`config.mk`:
```
export PLATFORM = sky130hd
export DESIGN_NAME = swfm_cell
export DESIGN_NICKNAME = d
export VERILOG_FILES = /design/src/rtl/swfm_cell.sv
export SDC_FILE = /design/constraint.sdc
export NUM_CORES = 1
export LEC_CHECK = 0
export BUFFER_PORTS_ARGS = -buffer_cell sky130_fd_sc_hd__buf_2
export CORE_UTILIZATION = 42
export DETAILED_ROUTE_END_ITERATION = 8
export GPL_ROUTABILITY_DRIVEN = 0
export GPL_TIMING_DRIVEN = 0
export PLACE_DENSITY = 0.76
export SYNTH_ARGS = -nofsm -noshare
export SYNTH_HDL_FRONTEND = slang
export SYNTH_SLANG_ARGS = --single-unit
```
`constraint.sdc`:
```
create_clock -name clk_i -period 0.8 [get_ports clk_i]
set_input_delay 0.12 -clock clk_i [delete_from_list [all_inputs] [get_ports clk_i]]
set_output_delay 0.12 -clock clk_i [all_outputs]
set_load 0.1 [all_outputs]
```
`src/rtl/swfm_cell.sv`:
```
// one sample cell of the window shift chain
`timescale 1ns / 1ps
module swfm_cell #(
  parameter int unsigned WIDTH = 16
) (
  input  logic             clk_i,
  input  logic             rst_ni,
  input  logic             en_i,
  input  logic [WIDTH-1:0] d_i,
  output logic [WIDTH-1:0] q_o
);

  logic [WIDTH-1:0] val_q;

  always_ff @(posedge clk_i or negedge rst_ni) begin
    if (!rst_ni) begin
      val_q <= '0;
    end else if (en_i) begin
      val_q <= d_i;
    end
  end

  assign q_o = val_q;

endmodule

```
==> results of run 1 <==
## layout make-up
cell class / count / area [um2]
multi-input cells: 16 / 217.7
fillers: 55 / 152.6
well taps: 15 / 18.77
plain buffers: 2 / 31.28
flip-flops and latches: 16 / 460.4
repair buffers: 37 / 449.2
clock buffers: 4 / 36.28
## layout by cell type (no fill, tap or decap), drive strengths merged
cell type	netlist	final
buf	2	38
clkbuf	0	4
dlygate4sd3	0	1
mux2	16	16
dfrtp	16	16
## per-stage QoR
step	setup TNS, ps	power (mW)	util (%)	cell area [um2]
2_1_floorplan	-3592	1.758	-	709.4
6_report	-6331	2.813	88.83	1214
3_3_place_gp	-2396	1.902	65.38	893.4
4_1_cts	-5812	2.761	87.18	1191
5_1_grt	-6840	2.888	88.83	1214
3_5_place_dp	-2498	1.910	65.38	893.4
## metal layers
layer	wire [um]	vias up	part of all wire (%)
met1	692	239	38
met3	73	4	4.1
met5	0	-	0
met2	1015	20	56
li1	-	199	-
met4	21	0	1.2
## how the worst min path moves through the flow
stage,endpoint,depth (start not counted),start
floorplan,q_o[0]$_DFFE_PN0P_,0,rst_ni
global placement,q_o[11]$_DFFE_PN0P_,1,rst_ni
detailed placement,q_o[14]$_DFFE_PN0P_,1,rst_ni
CTS,q_o[7]$_DFFE_PN0P_,2,d_i[7]
global route,q_o[8]$_DFFE_PN0P_,2,d_i[8]
finish,q_o[1]$_DFFE_PN0P_,2,d_i[1]
## power groups by stage
stage | clock network [mW] | logic [mW] | registers, mW
2_1_floorplan | 0 | 0.145 | 1.61
3_3_place_gp | 0 | 0.909 | 0.994
3_5_place_dp | 0 | 0.913 | 0.998
4_1_cts | 0.539 | 1.19 | 1.03
5_1_grt | 0.585 | 1.25 | 1.05
6_report | 0.545 | 1.22 | 1.04
## what timing repair did
item,4_1_cts,5_1_grt
hold buffers,1,0
cloned,0,0
gates resized for setup,65,2
setup buffers,1,2
setup endpoints to repair,32,32
hold endpoints to repair,16,0
## cell families after synthesis
logic type | synth area share (%)
buffers and inverters | 4.817
DFF | 61.66
muxes | 33.52
==> flow_metrics.tcl, run 1 <==
set metrics [dict create \
    postLayoutSetupSlackWorst_ps -301.2 \
    critPathSlowestCell "dfrtp_4" \
    violations "setup timing" \
    netlist_top_cells_area "dfrtp_1 62%, mux2_4 23%, mux2_2 10%" \
    grt_max_degree 17 \
    synth_edf_count 0 \
    root_buffer "clkbuf_4" \
    clkSinkCount 16 \
    syn_to_final_growth_pct 86.90 \
    swShare_pct 39.28 \
    htreeDepth 1 \
    hold-worst-slack_ps 55.82 \
    tritoncts "built" \
    critical_path_required_ps 680 \
    r2r_start "q_o[13]$_DFFE_PN0P_" \
    cts.path.max_buffers 2 \
    cp.buffers_inverters 1 \
    pwr-share-clk_pct 19.4 \
    cp-start-kind "flop" \
    pwr-share-comb_pct 43.5 \
    fin_skew_ps 0 \
    antenna_found_initial 0 \
    n_antenna_cell 0 \
    globalRouteMet1Util_pct 26.48 \
    die_h_um 41.32 \
    finalSetupViolations 32 \
    async_reset_ff_share_pct 100.0 \
    die_area_mm2 0.001707 \
    path_clk_slew_ps 100 \
    grt-ovfl-total 0 \
    use_met3_pct 3.191 \
    status "complete, but fails checks" \
    arrival_ps 980 \
    synth_top_area_share_pct 61.66 \
    synth.distinct_cells 5 \
    core_mm2 0.001366 \
    maxCapViolations 0 \
    cp.depth 1 \
    viasPerCell 5.133 \
    ys.flop_type "dfrtp_1" \
    relSlewSlack_pct 75.60 \
    fp-row-count 13 \
    yosys_warnings 0 \
    drive_gt1_share_pct 98.67 \
    p_sw_mw 1.105 \
    first_global_vias 454 \
    yosysSeqAreaShare_pct 61.66 \
    ff2ff_setup_slack_ps -200 \
    vdd_drop_max_v 0.001740 \
    hold_viol 0 \
    leakage_nw 0.5538 \
    fmax_ghz 0.9081 \
    drc 0 \
    start_util_pct 47.53 \
    drtAntennaViolNets 0 \
    worst_pin_slew_ps 366.0 \
    crit_family "flip-flops" \
    rr_worst_depth 2 \
    portBuffers 33 \
    route.vias.total 462 \
    timing.hold.worst.class "input pin to flop" \
    crit_chain "buf_12" \
    period_needed_ps 1101 \
    stdcell_count 90 \
    crit_path_start "q_o[13]$_DFFE_PN0P_" \
    grt_usage_pct 21.27 \
    drt_wl_total_um 1802 \
    grt_pass1_wl_um 2159 \
    critPathKind "flop to output port" \
    finalCritPeriodShare_pct 137.6 \
    use_met2_pct 36.33 \
    place_inst 82 \
    yosysMostFrequentCell "dfrtp_1" \
    nNetsFinal 95 \
    endpoint "q_o[13]" \
    r2r_end "q_o[13]$_DFFE_PN0P_" \
    netlist_area_um2 649.4 \
    largest_register_ffs 16 \
    seqPwrFrac_pct 37.1 \
    firstDrtPassIters 2 \
    slew_viol_final 0 \
    synth_fp_nets 53 \
    p_int_mw 1.708 \
    cpPeakStageDelay_ps 510 \
    grt_busiest_layer "met2" \
    crit_path_end_kind "output port" \
    pre_cts_ws_ps -126.8 \
    synth_commonest_cells "16 x dfrtp_1, 10 x mux2_4, 6 x mux2_2, 1 x buf_12, 1 x buf_6" \
    wire_per_inst_um 20.02 \
    synth_area_per_cell_um2 19.10 \
    power_density_mw_per_mm2 2317 \
    first_iter_violations 4 \
    synth_seq_cells 16 \
    io-pin-count 35 \
    syn_inst 34 \
    path_max_fanout 2 \
    dieWidth_um 41.32 \
    synth_area_leader_cell "dfrtp_1" \
    clk_latency_ps 290 \
    cts_made_buffers 3 \
    rsz0062_at_grt "true" \
]
Note: power is estimated with default switching activity, not from simulation.
==> inputs of run 2 (changes only) <==
--- a/config.mk
+++ b/config.mk
@@ -5,6 +5,7 @@
 export SDC_FILE = /design/constraint.sdc
 export NUM_CORES = 1
 export LEC_CHECK = 0
+export ABC_AREA = 1
 export BUFFER_PORTS_ARGS = -buffer_cell sky130_fd_sc_hd__buf_2
 export CORE_UTILIZATION = 42
 export DETAILED_ROUTE_END_ITERATION = 8
==> run 2 against run 1 <==
The run still ends with setup timing left. Sequential power is essentially flat. Total power shrank 3.2%. Die area shrank 0.72%. Fmax shrank 1.5%. Clock skew is the same. Global-route usage grew 5.5 points. Flip-flop and latch count is the same. Synthesized cell count grew 100%. Routed wire length grew 26%. Largest cell class unchanged.
==> flow_metrics.tcl, run 2 <==
set metrics [dict create \
    async_reset_ff_share_pct 100.0 \
    arrival_ps 1000 \
    firstDrtPassIters 4 \
    synth_commonest_cells "43 x nand2_1, 16 x dfrtp_1, 5 x nand2_2, 2 x buf_6" \
    hold_viol 0 \
    critPathKind "flop to output port" \
    yosys_warnings 0 \
    synth_area_per_cell_um2 9.476 \
    crit_path_end_kind "output port" \
    root_buffer "clkbuf_4" \
    vdd_drop_max_v 0.001557 \
    die_h_um 41.17 \
    yosysMostFrequentCell "nand2_1" \
    nNetsFinal 133 \
    portBuffers 33 \
    finalSetupViolations 23 \
    postLayoutSetupSlackWorst_ps -317.4 \
    wire_per_inst_um 17.79 \
    status "complete, but fails checks" \
    final_common_cell "nand2_1" \
    tritoncts "built" \
    netlist_top_cells_area "dfrtp_1 62%, nand2_1 25%, nand2_2 4.9%" \
    seqPwrFrac_pct 37.5 \
    hold_start "d_i[1]" \
    synth_edf_count 0 \
    p_int_mw 1.623 \
    swShare_pct 40.37 \
    fmax_ghz 0.8949 \
    io-pin-count 35 \
    power_density_mw_per_mm2 2169 \
    slew_viol_final 0 \
    ys.flop_type "dfrtp_1" \
    antenna_found_initial 0 \
    first_iter_violations 19 \
    grt_usage_pct 26.78 \
    path_clk_slew_ps 110 \
    rsz0062_at_grt "true" \
    syn_inst 68 \
    timing.hold.worst.class "input pin to flop" \
    syn_to_final_growth_pct 94.76 \
    place_inst 116 \
    leakage_nw 0.6239 \
    synth_seq_cells 16 \
    drtAntennaViolNets 0 \
    fp-row-count 13 \
    route.vias.total 653 \
    pwr-share-clk_pct 20.9 \
    p_sw_mw 1.099 \
    violations "setup timing" \
    viasPerCell 5.102 \
    cts.path.max_buffers 2 \
    final_cell_mix "41 x nand2_1, 17 x buf_12, 17 x buf_2" \
    finalSetupTns_ps -5088 \
    crit_path_start "q_o[14]$_DFFE_PN0P_" \
    netlist_area_um2 644.4 \
    n_antenna_cell 0 \
    r2r_start "q_o[13]$_DFFE_PN0P_" \
    stdcell_count 128 \
    fin_total_pwr_mw 2.721 \
    drc 0 \
    pwr-share-comb_pct 41.6 \
    grt_pass1_wl_um 2766 \
    crit_chain "buf_12" \
    synth_fp_nets 87 \
    hold-worst-slack_ps 18.77 \
    hpwl_um 916.9 \
    finalCritPeriodShare_pct 139.7 \
    cp-start-kind "flop" \
    synth_area_leader_cell "dfrtp_1" \
    yosysSeqAreaShare_pct 62.14 \
    core_mm2 0.001366 \
    htreeDepth 1 \
    clkSinkCount 16 \
    start_util_pct 47.16 \
    largest_register_ffs 16 \
    grt_max_degree 17 \
    grt-ovfl-total 0 \
    cp.buffers_inverters 1 \
    clk_latency_ps 290 \
    crit_family "flip-flops" \
    maxCapViolations 0 \
    critPathSlowestCell "dfrtp_4" \
    cts_made_buffers 3 \
    period_needed_ps 1117 \
    relSlewSlack_pct 75.37 \
    fin_skew_ps 0 \
    first_global_vias 613 \
    cpPeakStageDelay_ps 520 \
    drive_gt1_share_pct 62.83 \
    synth.distinct_cells 6 \
    critical_path_required_ps 680 \
    drt_wl_total_um 2277 \
    synth_top_area_share_pct 62.14 \
    path_max_fanout 2 \
    dieWidth_um 41.17 \
    die_area_mm2 0.001695 \
    worst_pin_slew_ps 369.4 \
]
==> run 2: area by class of cell <==
type,instances,area (um2)
buffer,3,42.54
clock buffer,4,36.28
fill,49,111.4
inverter,1,8.758
multi-input combinational,48,197.7
sequential,16,460.4
tap,15,18.77
timing repair buffer,41,490.5
==> run 2: power by group through the flow <==
stage / logic [mW] / clock network, mW / registers [mW]
after floorplan: 0.108 / 0 / 1.52
after CTS: 1.08 / 0.542 / 1.00
after detailed placement: 0.799 / 0 / 0.980
after global routing: 1.16 / 0.599 / 1.03
after global placement: 0.793 / 0 / 0.977
final: 1.13 / 0.570 / 1.02
==> run 2: worst paths after layout <==
| check | end | slack [ps] | depth (start not counted) |
|---|---|---|---|
| hold / removal | q_o[1]$_DFFE_PN0P_ | 20 | 3 |
| hold reg to reg | q_o[1]$_DFFE_PN0P_ | 560 | 2 |
| min in group asynchronous | q_o[6]$_DFFE_PN0P_ | 260 | 2 |
| setup reg to reg | q_o[13]$_DFFE_PN0P_ | -60 | 3 |
| max in group asynchronous | q_o[11]$_DFFE_PN0P_ | 240 | 2 |
| setup / recovery | q_o[14] | -320 | 1 |
==> run 2: stage by stage <==
stage | area, um2 | setup WS, ps | util (%)
after global placement | 888.4 | -126.6 | 65.02
final | 1255 | -317.4 | 91.85
after detailed placement | 888.4 | -131.3 | 65.02
after global routing | 1255 | -333.5 | 91.85
after floorplan | 704.4 | -52.96 | -
after CTS | 1224 | -286.2 | 89.56
==> run 2: routing by layer <==
metal | share of wire (%) | routed length, um | global-route usage, %
met5 | 0 | 0 | 0
met4 | 2.1 | 48 | 16.94
met3 | 5.2 | 119 | 2.174
met2 | 56 | 1284 | 50.00
met1 | 36 | 825 | 28.28
==> run 2: logic make-up (layout without fill, tap and decap cells) <==
group / Yosys count / in the layout / synth area share, %
buffers and inverters: 4 / 49 / 7.961
flip-flops: 16 / 16 / 62.14
AND/OR/NAND/NOR: 48 / 48 / 29.90
==> run 2: what timing repair did <==
item / in CTS / in global routing
endpoints found under the setup margin: 16 / 21
gates resized for setup: 67 / 5
setup buffers: 5 / 3
endpoints found under the hold margin: 16 / 0
hold buffers: 1 / 0
