### src/rtl/swfm_sqrt.sv
// iterative floor square root, two radicand bits per cycle
`timescale 1ns / 1ps
module swfm_sqrt #(
  parameter int unsigned W = 26
) (
  input  logic           clk_i,
  input  logic           rst_ni,
  input  logic           start_i,
  input  logic [2*W-1:0] value_i,
  output logic           done_o,
  output logic [W-1:0]   root_o
);

  localparam int unsigned CW = $clog2(W + 1);

  logic [2*W-1:0] val_q;
  logic [W:0]     rem_q;
  logic [W-1:0]   root_q;
  logic [CW-1:0]  cnt_q;
  logic           busy_q, done_q;
  logic [W+2:0]   rem_n, trial;

  always_comb begin
    rem_n = {rem_q, val_q[2*W-1 -: 2]};
    trial = {1'b0, root_q, 2'b01};
  end

  always_ff @(posedge clk_i or negedge rst_ni) begin
    if (!rst_ni) begin
      busy_q <= 1'b0;
      done_q <= 1'b0;
      cnt_q  <= '0;
    end else if (start_i) begin
      busy_q <= 1'b1;
      done_q <= 1'b0;
      cnt_q  <= '0;
    end else if (busy_q) begin
      cnt_q <= cnt_q + 1'b1;
      if (cnt_q == CW'(W - 1)) begin
        busy_q <= 1'b0;
        done_q <= 1'b1;
      end
    end
  end

  always_ff @(posedge clk_i) begin
    if (start_i) begin
      val_q  <= value_i;
      rem_q  <= '0;
      root_q <= '0;
    end else if (busy_q) begin
      val_q <= {val_q[2*W-3:0], 2'b00};
      if (rem_n >= trial) begin
        rem_q  <= (W+1)'(rem_n - trial);
        root_q <= {root_q[W-2:0], 1'b1};
      end else begin
        rem_q  <= rem_n[W:0];
        root_q <= {root_q[W-2:0], 1'b0};
      end
    end
  end

  assign done_o = done_q;
  assign root_o = root_q;

endmodule

### config.mk
export PLATFORM = sky130hd
export DESIGN_NAME = swfm_sqrt
export DESIGN_NICKNAME = d
export VERILOG_FILES = /design/src/rtl/swfm_sqrt.sv
export SDC_FILE = /design/constraint.sdc
export NUM_CORES = 1
export LEC_CHECK = 0
export ABC_AREA = 0
export BUFFER_PORTS_ARGS = -buffer_cell sky130_fd_sc_hd__buf_2
export CELL_PAD_IN_SITES_DETAIL_PLACEMENT = 0
export CELL_PAD_IN_SITES_GLOBAL_PLACEMENT = 1
export CORE_ASPECT_RATIO = 1.25
export CORE_MARGIN = 2
export CORE_UTILIZATION = 35
export CTS_CLUSTER_SIZE = 12
export DETAILED_ROUTE_END_ITERATION = 6
export HOLD_SLACK_MARGIN = 0.08
export PLACE_DENSITY = 0.77
export RECOVER_POWER = 25
export SYNTH_ARGS = -nofsm -noshare
export SYNTH_HDL_FRONTEND = slang
export SYNTH_SLANG_ARGS = --single-unit
### constraint.sdc
create_clock -name clk_i -period 7.3 [get_ports clk_i]
set_input_delay 0.365 -clock clk_i [delete_from_list [all_inputs] [get_ports clk_i]]
set_output_delay 0.365 -clock clk_i [all_outputs]
set_load 0.01 [all_outputs]
==> summary.txt, run 1 <==
GRT
  – First-pass GRT wire length: 25790 um
  – Gr usage total: 0.1618
  – Initial antenna violation count: 0
  – Vias in the first global route: 5083
  – Grt total ovfl: 0
  – Largest net degree at the start of global routing: 80

Logic synthesis
  – Post-Syn Instances: 660
  – Library cells used by synthesis: 65
  – Largest family of logic cells by synthesized area: compound AO/OA/AOI/OAI gates
  – Synth warnings: 0
  – Synth Area in Simple Gates: 0.1396
  – Multiplexer share of the synthesized area: 0.1317
  – Post-synthesis sequential area ratio: 0.4317
  – Avg Inst Size Synth: slightly below 10 um^2
  – Ys flop type: dfxtp_1
  – XOR/XNOR Fraction of Synth Area: 0.02433
  – Synth Cell Area: approximately 6500 um^2
  – Syn Nets: 745
  – Post-synth EDFFs: 52
  – Synth Area in Adders: 0.05793
  – Flops & latches, synth: 112
  – Ys async rst share: 0.06250
  – Post-synthesis compound-gate area fraction: 0.1622

Cells and area
  – Area grow syn2layout: 13.36%
  – Nets: 798
  – Inserted Diodes: 0
  – Layout cell share with drive strength beyond 1: 0.2075

Floorplanning
  – I/O Pins: 82
  – Die height: 156.1 um
  – Row count: 55
  – Initial Util: 0.3580
  – Core area: 18100 um^2
  – DIE AREA: 19620 um^2
  – Die Wd: approximately 130 um

Timing
  – Fmax: between 200 and 300 MHz
  – Slew headroom: -0.5728
  – Measured slew at the worst slew-check pin: 2.359 ns
  – RSZ-0062 raised after global routing: false
  – Final Cycle Share: 0.5301
  – Worst Clk Skew: 0.008893 ns
  – Finish-stage setup viols: 0
  – Tmin final: 3.870 ns
  – Final TNS setup: 0 ns
  – Final Max Tran Viols: 49
  – Final Hold Fails: 0

Hold path
  – Worst hold path cell count: 2
  – Hold WC Path Type: in2reg

Setup path
  – Crit Path Category: in2reg
  – Path depth of the worst reg2reg path: 9
  – Critical path arrival: about 3.9 ns
  – Worst Setup End Kind: flip-flop
  – Worst-path fanout max: 52
  – Worst EP required: 7.29 ns
  – Worst setup SP type: input port

Detailed routing
  – Met1 wire length: 7133 um
  – Final wirelength: between 15000 and 20000 um
  – DRC: 0
  – 1st-iter DRT viols: 212
  – Top sig layer: met4
  – Antenna viol nets, final: 0
  – Routed wire per std cell: 16.58 um
  – Pre-Repair DR Iteration Count: 4
  – Via count: ~5000
  – Met3 WL: 797 um
  – Vias/cell: 5.305
  – Met2 wire length: 7458 um

CTS
  – CTS Sinks: 112
  – CTS tree: built
  – CTS root buf: clkbuf_16
  – CTS buffer count: 9
  – Post_cts resized: 0
  – Max Root-Sink Buffers: 2
  – Reg clk slew, reported paths: 0.08 ns
  – Worst-skew pair later-pin latency: around 0.36 ns
  – Post-CTS Setup Bufs: 0
  – Depth of the CTS H-tree: 3

Power
  – Pwr dens: 375.5 nW/um^2
  – P_leak: 3.113 nW
  – Max IR drop VDD: roughly 0.17 mV
  – Total power: about 2.8 mW

Placement
  – Post-detail-place hpwl: 10850 um
  – Port-buffer cells: 81
  – Routability congestion estimate: 0.8264

Status
  – Status: complete, but fails checks
  – Failing checks: capacitance limit, slew limit

Job
  – MaxCap Viol Count: 1
## layout by cell type, fill, tap and decap left out, types with 7 or more instances in the layout
cell and n:
nand2_1 29, a21o_1 10, o21ai_0 25, edfxtp_1 52, mux2i_1 29, clkbuf_16 9
a31oi_1 10, o21a_1 7, inv_1 40, nand3_1 29, a21oi_1 27, o211ai_1 11
buf_2 70, xor2_1 9, mux2_2 50, nor2_1 71, ha_1 30, nor3_1 7
xnor2_1 9, dfxtp_1 53, clkbuf_1 12, and3_1 10, a311oi_1 17
## metal layers
metal | up-vias | GRT usage
met5 | - | 0
met4 | 0 | 0.06402
met3 | 18 | 0.04081
met2 | 108 | 0.2700
met1 | 2349 | 0.2004
li1 | 2544 | -
## state kept, by name, summed over array words and instances (netlist names)
register / count
val_q: 52
rem_q: 27
cnt_q: 5
root_o: 26
busy_q: 1
done_o: 1
## area by class of cell
class,instances,area [um^2]
fill,1801,10750
tap,228,285.3
clock buffer,10,229.0
inverter,41,153.9
sequential,112,2799
timing repair buffer,86,431.7
clock inverter,6,97.59
multi-input combinational,463,3349
## logic make-up (layout without fill, tap and decap cells)
| kind of cell | count (synthesis) | count (layout) |
|---|---|---|
| and+or+nand+nor | 186 | 186 |
| AOI/OAI and AO/OA | 150 | 150 |
| DFF | 112 | 112 |
| buffers and inverters | 85 | 143 |
| muxes | 79 | 79 |
| adders and majority gates | 30 | 30 |
| xor gates and xnor gates | 18 | 18 |
## power by group
group          switching [mW]  total [mW]  internal [mW]
Sequential             0.0622       0.816          0.754
Clock                   0.242       0.549          0.307
Combinational           0.827        1.39          0.567
## final timing paths
| check | start | end | slack (ns) |
|---|---|---|---|
| setup / recovery | start_i | val_q[39]$_DFFE_PP_ | 3.43 |
| hold / removal | value_i[0] | val_q[0]$_SDFFCE_PN0P_ | 0.29 |
| setup reg to reg | root_o[21]$_SDFFE_PP0P_ | rem_q[5]$_SDFFE_PP0P_ | 4.09 |
| hold reg to reg | done_o$_DFFE_PN0P_ | done_o$_DFFE_PN0P_ | 0.50 |
| max in group asynchronous | rst_ni | busy_q$_DFF_PN0_ | 6.56 |
| min in group asynchronous | rst_ni | cnt_q[3]$_DFFE_PN0P_ | 0.43 |
## metrics by stage
| stage | util | hold slack [ns] | cell area [um^2] | setup WS [ns] | cells |
|---|---|---|---|---|---|
| 2_1_floorplan | - | 0.06941 | 6480 | 4.672 | 660 |
| 3_3_place_gp | 0.3882 | 0.2057 | 7025 | 4.253 | 929 |
| 3_5_place_dp | 0.3882 | 0.2070 | 7025 | 4.112 | 929 |
| 4_1_cts | 0.4068 | 0.2802 | 7362 | 4.091 | 946 |
| 5_1_grt | 0.4059 | 0.2873 | 7346 | 2.911 | 946 |
| 6_report | 0.4059 | 0.2885 | 7346 | 3.430 | 946 |
## cell usage after synthesis (3+ instances only)
library cell / n / share of area
nor2_1: 71 / 0.041
dfxtp_1: 53 / 0.16
edfxtp_1: 52 / 0.24
mux2_2: 50 / 0.087
inv_1: 40 / 0.023
ha_1: 30 / 0.058
nand2_1: 30 / 0.017
mux2i_1: 29 / 0.045
nand3_1: 29 / 0.022
a21oi_1: 27 / 0.021
clkbuf_1: 27 / 0.016
o21ai_0: 25 / 0.019
a311oi_1: 17 / 0.023
o211ai_1: 11 / 0.013
a21o_1: 10 / 0.012
a31oi_1: 10 / 0.0097
and3_1: 10 / 0.0097
xnor2_1: 9 / 0.012
xor2_1: 9 / 0.012
buf_2: 8 / 0.0062
nor3_1: 8 / 0.0062
dfrtp_1: 7 / 0.027
o21a_1: 7 / 0.0081
a211oi_1: 6 / 0.0070
and2_1: 6 / 0.0058
nand4_1: 6 / 0.0058
buf_1: 5 / 0.0029
nor4_1: 5 / 0.0048
a2111oi_0: 4 / 0.0054
a2111o_1: 3 / 0.0052
and4_1: 3 / 0.0041
clkbuf_2: 3 / 0.0023
nand2b_1: 3 / 0.0029
nor2b_1: 3 / 0.0029
o2111ai_1: 3 / 0.0041
o21ai_1: 3 / 0.0023
o21bai_1: 3 / 0.0035
o22ai_1: 3 / 0.0029
## critical path, stage by stage
cell      delay [ns]
clkbuf_1        1.65
inv_1           1.00
nand2_2         0.25
buf_4           0.55
## what timing repair did
| item | 4_1_cts | 5_1_grt |
|---|---|---|
| hold buffers | 1 | 0 |
| hold endpoints to repair | 7 | 0 |
| setup endpoints to repair | 0 | 0 |
Power figures use the tool's default switching activity.
==> run 2: changes to the inputs <==
Settings changed: ABC_AREA 0 to 1, PLACE_DENSITY 0.77 to 0.8.
Clock period 7.3 ns to 4 ns, I/O delays scaled along.
==> run 2 against run 1 <==
Net effect: synthesized cell count up 38%; sequential share of layout area is 0.69 points lower; highest routed layer unchanged; sequential power is 83% higher; clock-buffer cell count down 1; routed wire length rose by 6.1%; via count rose by 13%; critical path type is now reg2reg; clock skew is 0.0067 ns higher; cell count is 29% higher; the run still ends with capacitance limit, slew limit left.
==> summary.txt, run 2 <==
Status
  – Status: complete, but fails checks
  – Failing checks: capacitance limit, slew limit

Detailed routing
  – Pre-Repair DR Iteration Count: 4 (unchanged)
  – 1st-iter DRT viols: 256 (+21%)
  – Final wirelength: 16650 um (+6.1%)
  – Routed wire per std cell: 13.61 um (-18%)
  – Via count: 5684 (+13%)
  – Vias/cell: 4.648 (-12%)
  – DRC: 0 (unchanged)
  – Antenna viol nets, final: 0 (unchanged)

Timing
  – Fmax: 378.3 MHz
  – Worst Clk Skew: 0.01563 ns (+0.006741 ns)
  – Tmin final: between 2 and 3 ns
  – Slew headroom: -0.04304 (+0.5298)
  – Final Max Tran Viols: 56 (+14%)
  – RSZ-0062 raised after global routing: false
  – Finish-stage setup viols: 0 (unchanged)
  – Measured slew at the worst slew-check pin: 1.563 ns (-0.7963 ns)
  – Final Hold Fails: 0 (unchanged)
  – Setup ws final: 1.357 ns (-2.074 ns)
  – Final TNS setup: 0 ns (unchanged)
  – Final Cycle Share: 0.6609

CTS
  – CTS buffer count: 9 (unchanged)
  – CTS root buf: clkbuf_16
  – Depth of the CTS H-tree: 3 (unchanged)
  – CTS Sinks: 112 (unchanged)
  – Cts hold-fix bufs: 2 (+1)
  – CTS tree: built
  – Reg clk slew, reported paths: 0.09 ns (about the same)
  – Worst-skew pair later-pin latency: 0.38 ns (+0.02 ns)
  – Post_cts resized: 0 (unchanged)
  – Post-CTS Setup Bufs: 0 (unchanged)
  – Max Root-Sink Buffers: 2 (unchanged)

Setup path
  – Worst setup SP type: flip-flop
  – Critical-path cell list: inv_1, ha_1, nand2_2, inv_1, a21oi_1, nand2_1, a21oi_1, nand3_4, nand2_1, inv_1, nand2_1, nand3_1
  – Worst EP required: 4.26 ns (-3.03 ns)
  – Path depth of the worst reg2reg path: 12 (+3)
  – Worst-path fanout max: 33 (-37%)
  – Max incr delay on CP: 0.43 ns (-1.22 ns)
  – Crit Path Category: reg2reg
  – RR Endpoint: rem_q[25]$_SDFFE_PP0P_
  – Worst Setup End Kind: flip-flop
  – CP max-delay cell: nand3_4
  – Critical path arrival: 2.90 ns (-0.96 ns)
  – Reg2reg setup slack: 1.36 ns (-2.73 ns)
  – Worst r2r src: root_o[18]$_SDFFE_PP0P_

Floorplanning
  – Core area: 18640 um^2 (+3.0%)
  – Die height: 157.3 um (+0.77%)
  – I/O Pins: 82 (unchanged)
  – Row count: 56 (+1.8%)
  – Initial Util: 0.3532 (-0.004855)
  – Die Wd: 126.7 um (+0.76%)
  – DIE AREA: 19930 um^2 (+1.5%)

Cells and area
  – Fill cells: 1993 (+11%)
  – Most common cell after layout, fill and taps aside: nand2_1
  – Max FFs per register: 52 (unchanged)
  – Area grow syn2layout: 13.59%
  – Layout cell share with drive strength beyond 1: 0.1160 (-0.09148)
  – Most frequent cells in the layout: nand2_1 (393), inv_1 (111), nand3_1 (56)
  – Inserted Diodes: 0 (unchanged)
  – Nets: 1071 (+34%)
  – Core Util, Final: 0.4012 (-0.004694)
  – Top reg by flops: val_q

GRT
  – Vias in the first global route: 5625 (+11%)
  – Gr usage total: 0.1740 (+0.01226)
  – Grt total ovfl: 0 (unchanged)
  – Initial antenna violation count: 0 (unchanged)
  – First-pass GRT wire length: 27720 um (+7.5%)
  – Largest net degree at the start of global routing: 56 (-30%)

Logic synthesis
  – Avg Inst Size Synth: 7.218 um^2 (-26%)
  – Synth warnings: 0 (unchanged)
  – Syn Nets: 997 (+34%)
  – Post-Syn Instances: 912 (+38%)
  – Flops & latches, synth: 112 (unchanged)
  – Ys async rst share: 0.06250 (unchanged)
  – Synth Cell Area: 6583 um^2 (+1.6%)
  – Top post-synthesis cells by count: nand2_1 (393), inv_1 (111), nand3_1 (56)
  – Post-synth EDFFs: 52 (unchanged)
  – Top cell type by total area after synthesis: edfxtp_1
  – Synth top area share: 0.2372 (-0.003756)
  – Largest cells by area after synthesis: edfxtp_1 (24%), nand2_1 (22%), dfxtp_1 (16%)
  – Post-synthesis sequential area ratio: 0.4250 (-0.006729)
  – Library cells used by synthesis: 38 (-42%)
  – Most common cell in the netlist: nand2_1
  – Ys flop type: dfxtp_1

Job
  – MaxCap Viol Count: 1 (unchanged)

Hold path
  – Hold path start: value_i[1]
  – Hold Path End: val_q[1]$_SDFFCE_PN0P_
  – Worst hold path cell count: 3 (+1)
  – Hold WC Path Type: in2reg

Power
  – Max IR drop VDD: 0.3770 mV (+120%)
  – Pwr dens: 726.9 nW/um^2 (+94%)
  – P_leak: 3.773 nW (+21%)

Placement
  – Port-buffer cells: 81 (unchanged)
  – Post-detail-place hpwl: 12270 um (+13%)
  – Routability congestion estimate: 0.8977 (+8.6%)
  – Pre-CTS setup slack: 1.333 ns (-2.778 ns)
-- run 2: cell types whose count changed in the layout (fill, tap and decap cells not counted), moves of 27 or more --
cell / before / now
inv_1: 40 / 111
mux2_2: 50 / 0
mux2i_1: 29 / 0
nand2_1: 29 / 393
nand3_1: 29 / 56
nor2_1: 71 / 40
-- run 2: area by class of cell --
class                   instances  area, um^2  share of cell area
clock buffers                   9       225.2             0.03012
multi-input cells             657        3203              0.4284
repair buffers                 89       434.2             0.05807
clock inverters                 7       87.58             0.01171
well taps                     232       290.3             0.03882
flip-flops and latches        112        2798              0.3742
inverters                     117       439.2             0.05873
-- run 2: cell families after synthesis --
logic type,count (synthesis),synth area share
AND/OR/NAND/NOR,538,0.3446
AO/OA/AOI/OAI,78,0.07033
adder cells (fa/ha/maj),30,0.05702
buffers and inverters,143,0.08838
XOR/XNOR,11,0.01464
flip-flops,112,0.4250
-- run 2: report_power, final --
part           internal [mW]  total, mW  leakage, nW  switching (mW)
combinational           1.01       2.99         2.53            1.98
clock                  0.454      0.958        0.149           0.504
sequential              1.38       1.49         1.10           0.111
-- run 2: worst max-delay path, delay by kind of cell (launching register included) --
kind	cells	cell delay [ns]
AO/OA/AOI/OAI	2	0.44
adder cells (fa/ha/maj)	1	0.38
buffers and inverters	3	0.22
flip-flops	1	0.34
AND/OR/NAND/NOR	6	1.15
-- run 2: worst max-delay path by stage --
stage	start	end	slack, ns	depth (start not counted)
finish	root_o[18]$_SDFFE_PP0P_	rem_q[25]$_SDFFE_PP0P_	1.36	12
global route	root_o[14]$_SDFFE_PP0P_	rem_q[24]$_SDFFE_PP0P_	1.05	12
CTS	root_o[14]$_SDFFE_PP0P_	rem_q[25]$_SDFFE_PP0P_	1.31	12
detailed placement	root_o[14]$_SDFFE_PP0P_	rem_q[25]$_SDFFE_PP0P_	1.33	12
global placement	root_o[18]$_SDFFE_PP0P_	rem_q[21]$_SDFFE_PP0P_	1.32	12
floorplan	busy_q$_DFF_PN0_	val_q[0]$_SDFFCE_PN0P_	1.32	3
-- run 2: per-layer routing --
metal  part of all wire  track usage  vias up
met5                  0            0        -
met4              0.014      0.05285        0
met3              0.049      0.03467       13
met2               0.49       0.3127      111
met1               0.45       0.2103     2510
li1                   -            -     3050
-- run 2: per-stage QoR --
| step | hold WS [ns] | total power [mW] | instance area, um^2 | cells |
|---|---|---|---|---|
| 3_5_place_dp | 0.04135 | 4.522 | 7181 | 1205 |
| 3_3_place_gp | 0.04384 | 4.515 | 7181 | 1205 |
| 4_1_cts | 0.08270 | 5.496 | 7513 | 1223 |
| 5_1_grt | 0.09564 | 5.966 | 7477 | 1223 |
| 2_1_floorplan | -0.09559 | 3.902 | 6583 | 912 |
| 6_report | 0.07984 | 5.435 | 7477 | 1223 |
==> run 3: changes to the inputs <==
Settings changed: ABC_AREA 1 to 0, PLACE_DENSITY 0.8 to 0.77.
Clock period 4 ns to 2.6 ns, I/O delays scaled along.
==> run 3 against run 2 <==
Net effect: the flow still finishes with violations (capacitance limit, slew limit); critical path type unchanged; critical path depth decreased by 1; clock power increased by 54%; critical endpoint is now rem_q[11]$_SDFFE_PP0P_; register-to-register slack got worse by 1.3 ns; largest cell class unchanged; hold slack improved by 0.0033 ns; global-route usage increased by 1.7 points; routed wire length increased by 12%; largest power group unchanged; clock skew decreased by 0.0038 ns; total power increased by 84%; via count increased by 4.8%; flip-flop and latch count unchanged; sequential power increased by 55%; highest routed layer unchanged.
==> summary.txt, run 3 (synthesis results as in run 1) <==
Status
  – Status: complete, but fails checks
  – Failing checks: capacitance limit, slew limit

Timing
  – Fmax: 391.9 MHz (+3.6%)
  – Worst Clk Skew: 0.01182 ns (-0.003817 ns)
  – RSZ-0062 raised after global routing: true
  – Tmin final: 2.552 ns (-0.09189 ns)
  – Final Max Tran Viols: 38 (-32%)
  – Measured slew at the worst slew-check pin: 1.846 ns (+0.2835 ns)
  – Final Cycle Share: 0.9814 (+0.3205)
  – Final Hold Fails: 0 (unchanged)
  – Slew headroom: -0.2309 (-0.1878)
  – Finish-stage setup viols: 0 (unchanged)

GRT
  – First-pass GRT wire length: 30380 um (+9.6%)
  – Global Route met2 Usage: 0.3475 (+0.03475)
  – M1 GR Usage: 0.2276 (+0.01730)
  – Largest net degree at the start of global routing: 80 (+43%)
  – Vias in the first global route: 6078 (+8.1%)
  – Grt total ovfl: 0 (unchanged)
  – Initial antenna violation count: 0 (unchanged)
  – Grt met3 use: 0.03567 (+0.0009950)
  – Global route hottest layer: met2
  – Gr usage total: 0.1914 (+0.01735)

Setup path
  – CP bufs+invs: 3 (unchanged)
  – Crit Path Category: reg2reg
  – Critical path arrival: 2.86 ns (-0.04 ns)
  – Worst EP required: 2.90 ns (-1.36 ns)
  – Critical-path cell list: inv_1, ha_4, and4_1, buf_4, and4_4, a31oi_4, a31oi_4, or3_4, buf_4, nor4_2, a311o_1
  – CP max-delay cell: or3_4
  – Worst setup SP type: flip-flop
  – Max incr delay on CP: 0.43 ns (about the same)
  – Worst Setup End Kind: flip-flop
  – Worst-path fanout max: 6 (-82%)
  – Cell family with most CP delay: simple AND/OR/NAND/NOR gates

Cells and area
  – Inserted Diodes: 0 (unchanged)
  – Fill cells: 1638 (-18%)
  – Most common cell after layout, fill and taps aside: buf_4
  – Most frequent cells in the layout: buf_4 (125), buf_2 (76), nor2_1 (71)
  – Area grow syn2layout: 44.31%
  – Top reg by flops: val_q
  – Max FFs per register: 52 (unchanged)
  – Layout cell share with drive strength beyond 1: 0.3889 (+0.2728)
  – Nets: 980 (-8.5%)
  – Core Util, Final: 0.5167 (+0.1155)

Floorplanning
  – Die height: 156.1 um (-0.76%)
  – DIE AREA: 19620 um^2 (-1.5%)
  – Core area: 18100 um^2 (-2.9%)
  – I/O Pins: 82 (unchanged)
  – Die Wd: 125.7 um (-0.76%)
  – Initial Util: 0.3580 (+0.004855)
  – Row count: 55 (-1.8%)

Detailed routing
  – Via count: 5954 (+4.8%)
  – DRC: 0 (unchanged)
  – 1st-iter DRT viols: 328 (+28%)
  – Final wirelength: 18580 um (+12%)
  – Pre-Repair DR Iteration Count: 7 (+3)
  – Vias/cell: 5.278 (+14%)
  – Routed wire per std cell: 16.47 um (+21%)
  – Antenna viol nets, final: 0 (unchanged)

CTS
  – Depth of the CTS H-tree: 3 (unchanged)
  – Reg clk slew, reported paths: 0.08 ns (about the same)
  – CTS Sinks: 112 (unchanged)
  – CTS root buf: clkbuf_16
  – Worst-skew pair later-pin latency: 0.36 ns (-0.02 ns)
  – CTS tree: built
  – CTS buffer count: 9 (unchanged)
  – Max Root-Sink Buffers: 2 (unchanged)

Placement
  – Post-detail-place hpwl: 12530 um (+2.1%)
  – Routability congestion estimate: 0.9119 (+1.6%)
  – Port-buffer cells: 81 (unchanged)

Hold path
  – Hold WC Path Type: in2reg

Job
  – MaxCap Viol Count: 1 (unchanged)

Power
  – Max IR drop VDD: 0.5239 mV (+39%)
  – Pwr dens: 1067 nW/um^2 (+47%)
  – P_leak: 4.077 nW (+8.0%)
  – Total power: 9.975 mW (+84%)
run 3: cell types whose count changed in the layout (fill, tap and decap cells not counted), moves of 24 or more:
cell,delta
nand2_1,-366
buf_4,+119
inv_1,-73
mux2_2,+50
dlygate4sd3_1,+47
nor2_1,+31
mux2i_1,+29
nand3_1,-28
buf_2,+24
run 3: area by class of cell:
type | count | area [um^2] | share of cell area
inverter | 41 | 153.9 | 0.01646
timing repair buffer | 266 | 1983 | 0.2121
clock buffer | 9 | 225.2 | 0.02408
sequential | 112 | 2815 | 0.3010
clock inverter | 7 | 83.83 | 0.008964
tap | 228 | 285.3 | 0.03051
multi-input combinational | 465 | 3805 | 0.4069
run 3: repair_timing:
item	CTS	global route
pin swaps	17	24
endpoints found under the hold margin	55	0
cloned	2	1
hold buffers	49	0
setup buffers	5	6
setup endpoints to repair	28	24
resized for setup	36	58
run 3: per-stage QoR:
| stage | area (um^2) | setup slack [ns] | std cells | hold slack [ns] | TNS, ns |
|---|---|---|---|---|---|
| 4_1_cts | 9022 | 0.006581 | 1123 | 0.08267 | 0 |
| 6_report | 9351 | 0.04843 | 1128 | 0.08315 | 0 |
| 2_1_floorplan | 6486 | -0.009393 | 660 | -0.1656 | -0.009393 |
| 3_3_place_gp | 7979 | -0.3812 | 1052 | -0.02713 | -3.312 |
| 3_5_place_dp | 7979 | -0.3646 | 1052 | -0.02332 | -4.232 |
| 5_1_grt | 9351 | -0.03698 | 1128 | 0.08180 | -0.08115 |
run 3: worst paths after layout:
path                                        start                     end  slack (ns)  depth (start not counted)
min in group asynchronous                  rst_ni    cnt_q[2]$_DFFE_PN0P_        0.19                          2
min reg2reg                    done_o$_DFFE_PN0P_      done_o$_DFFE_PN0P_        0.50                          1
max                        root_o[7]$_SDFFE_PP0P_  rem_q[11]$_SDFFE_PP0P_        0.05                         11
max in group asynchronous                  rst_ni        busy_q$_DFF_PN0_        2.11                          2
min                                   value_i[36]     val_q[36]$_DFFE_PP_        0.08                          2
max reg2reg                root_o[7]$_SDFFE_PP0P_  rem_q[11]$_SDFFE_PP0P_        0.05                         11
run 3: layer usage:
layer	up-vias	routed length, um
li1	2915	-
met1	2857	7739
met2	151	9668
met3	31	851
met4	0	320
met5	-	0
run 3: where the power goes:
group | total [mW] | internal (mW) | leakage (nW) | switching (mW)
Sequential | 2.31 | 2.12 | 1.08 | 0.189
Combinational | 6.18 | 3.11 | 2.84 | 3.08
Clock | 1.48 | 0.770 | 0.149 | 0.714
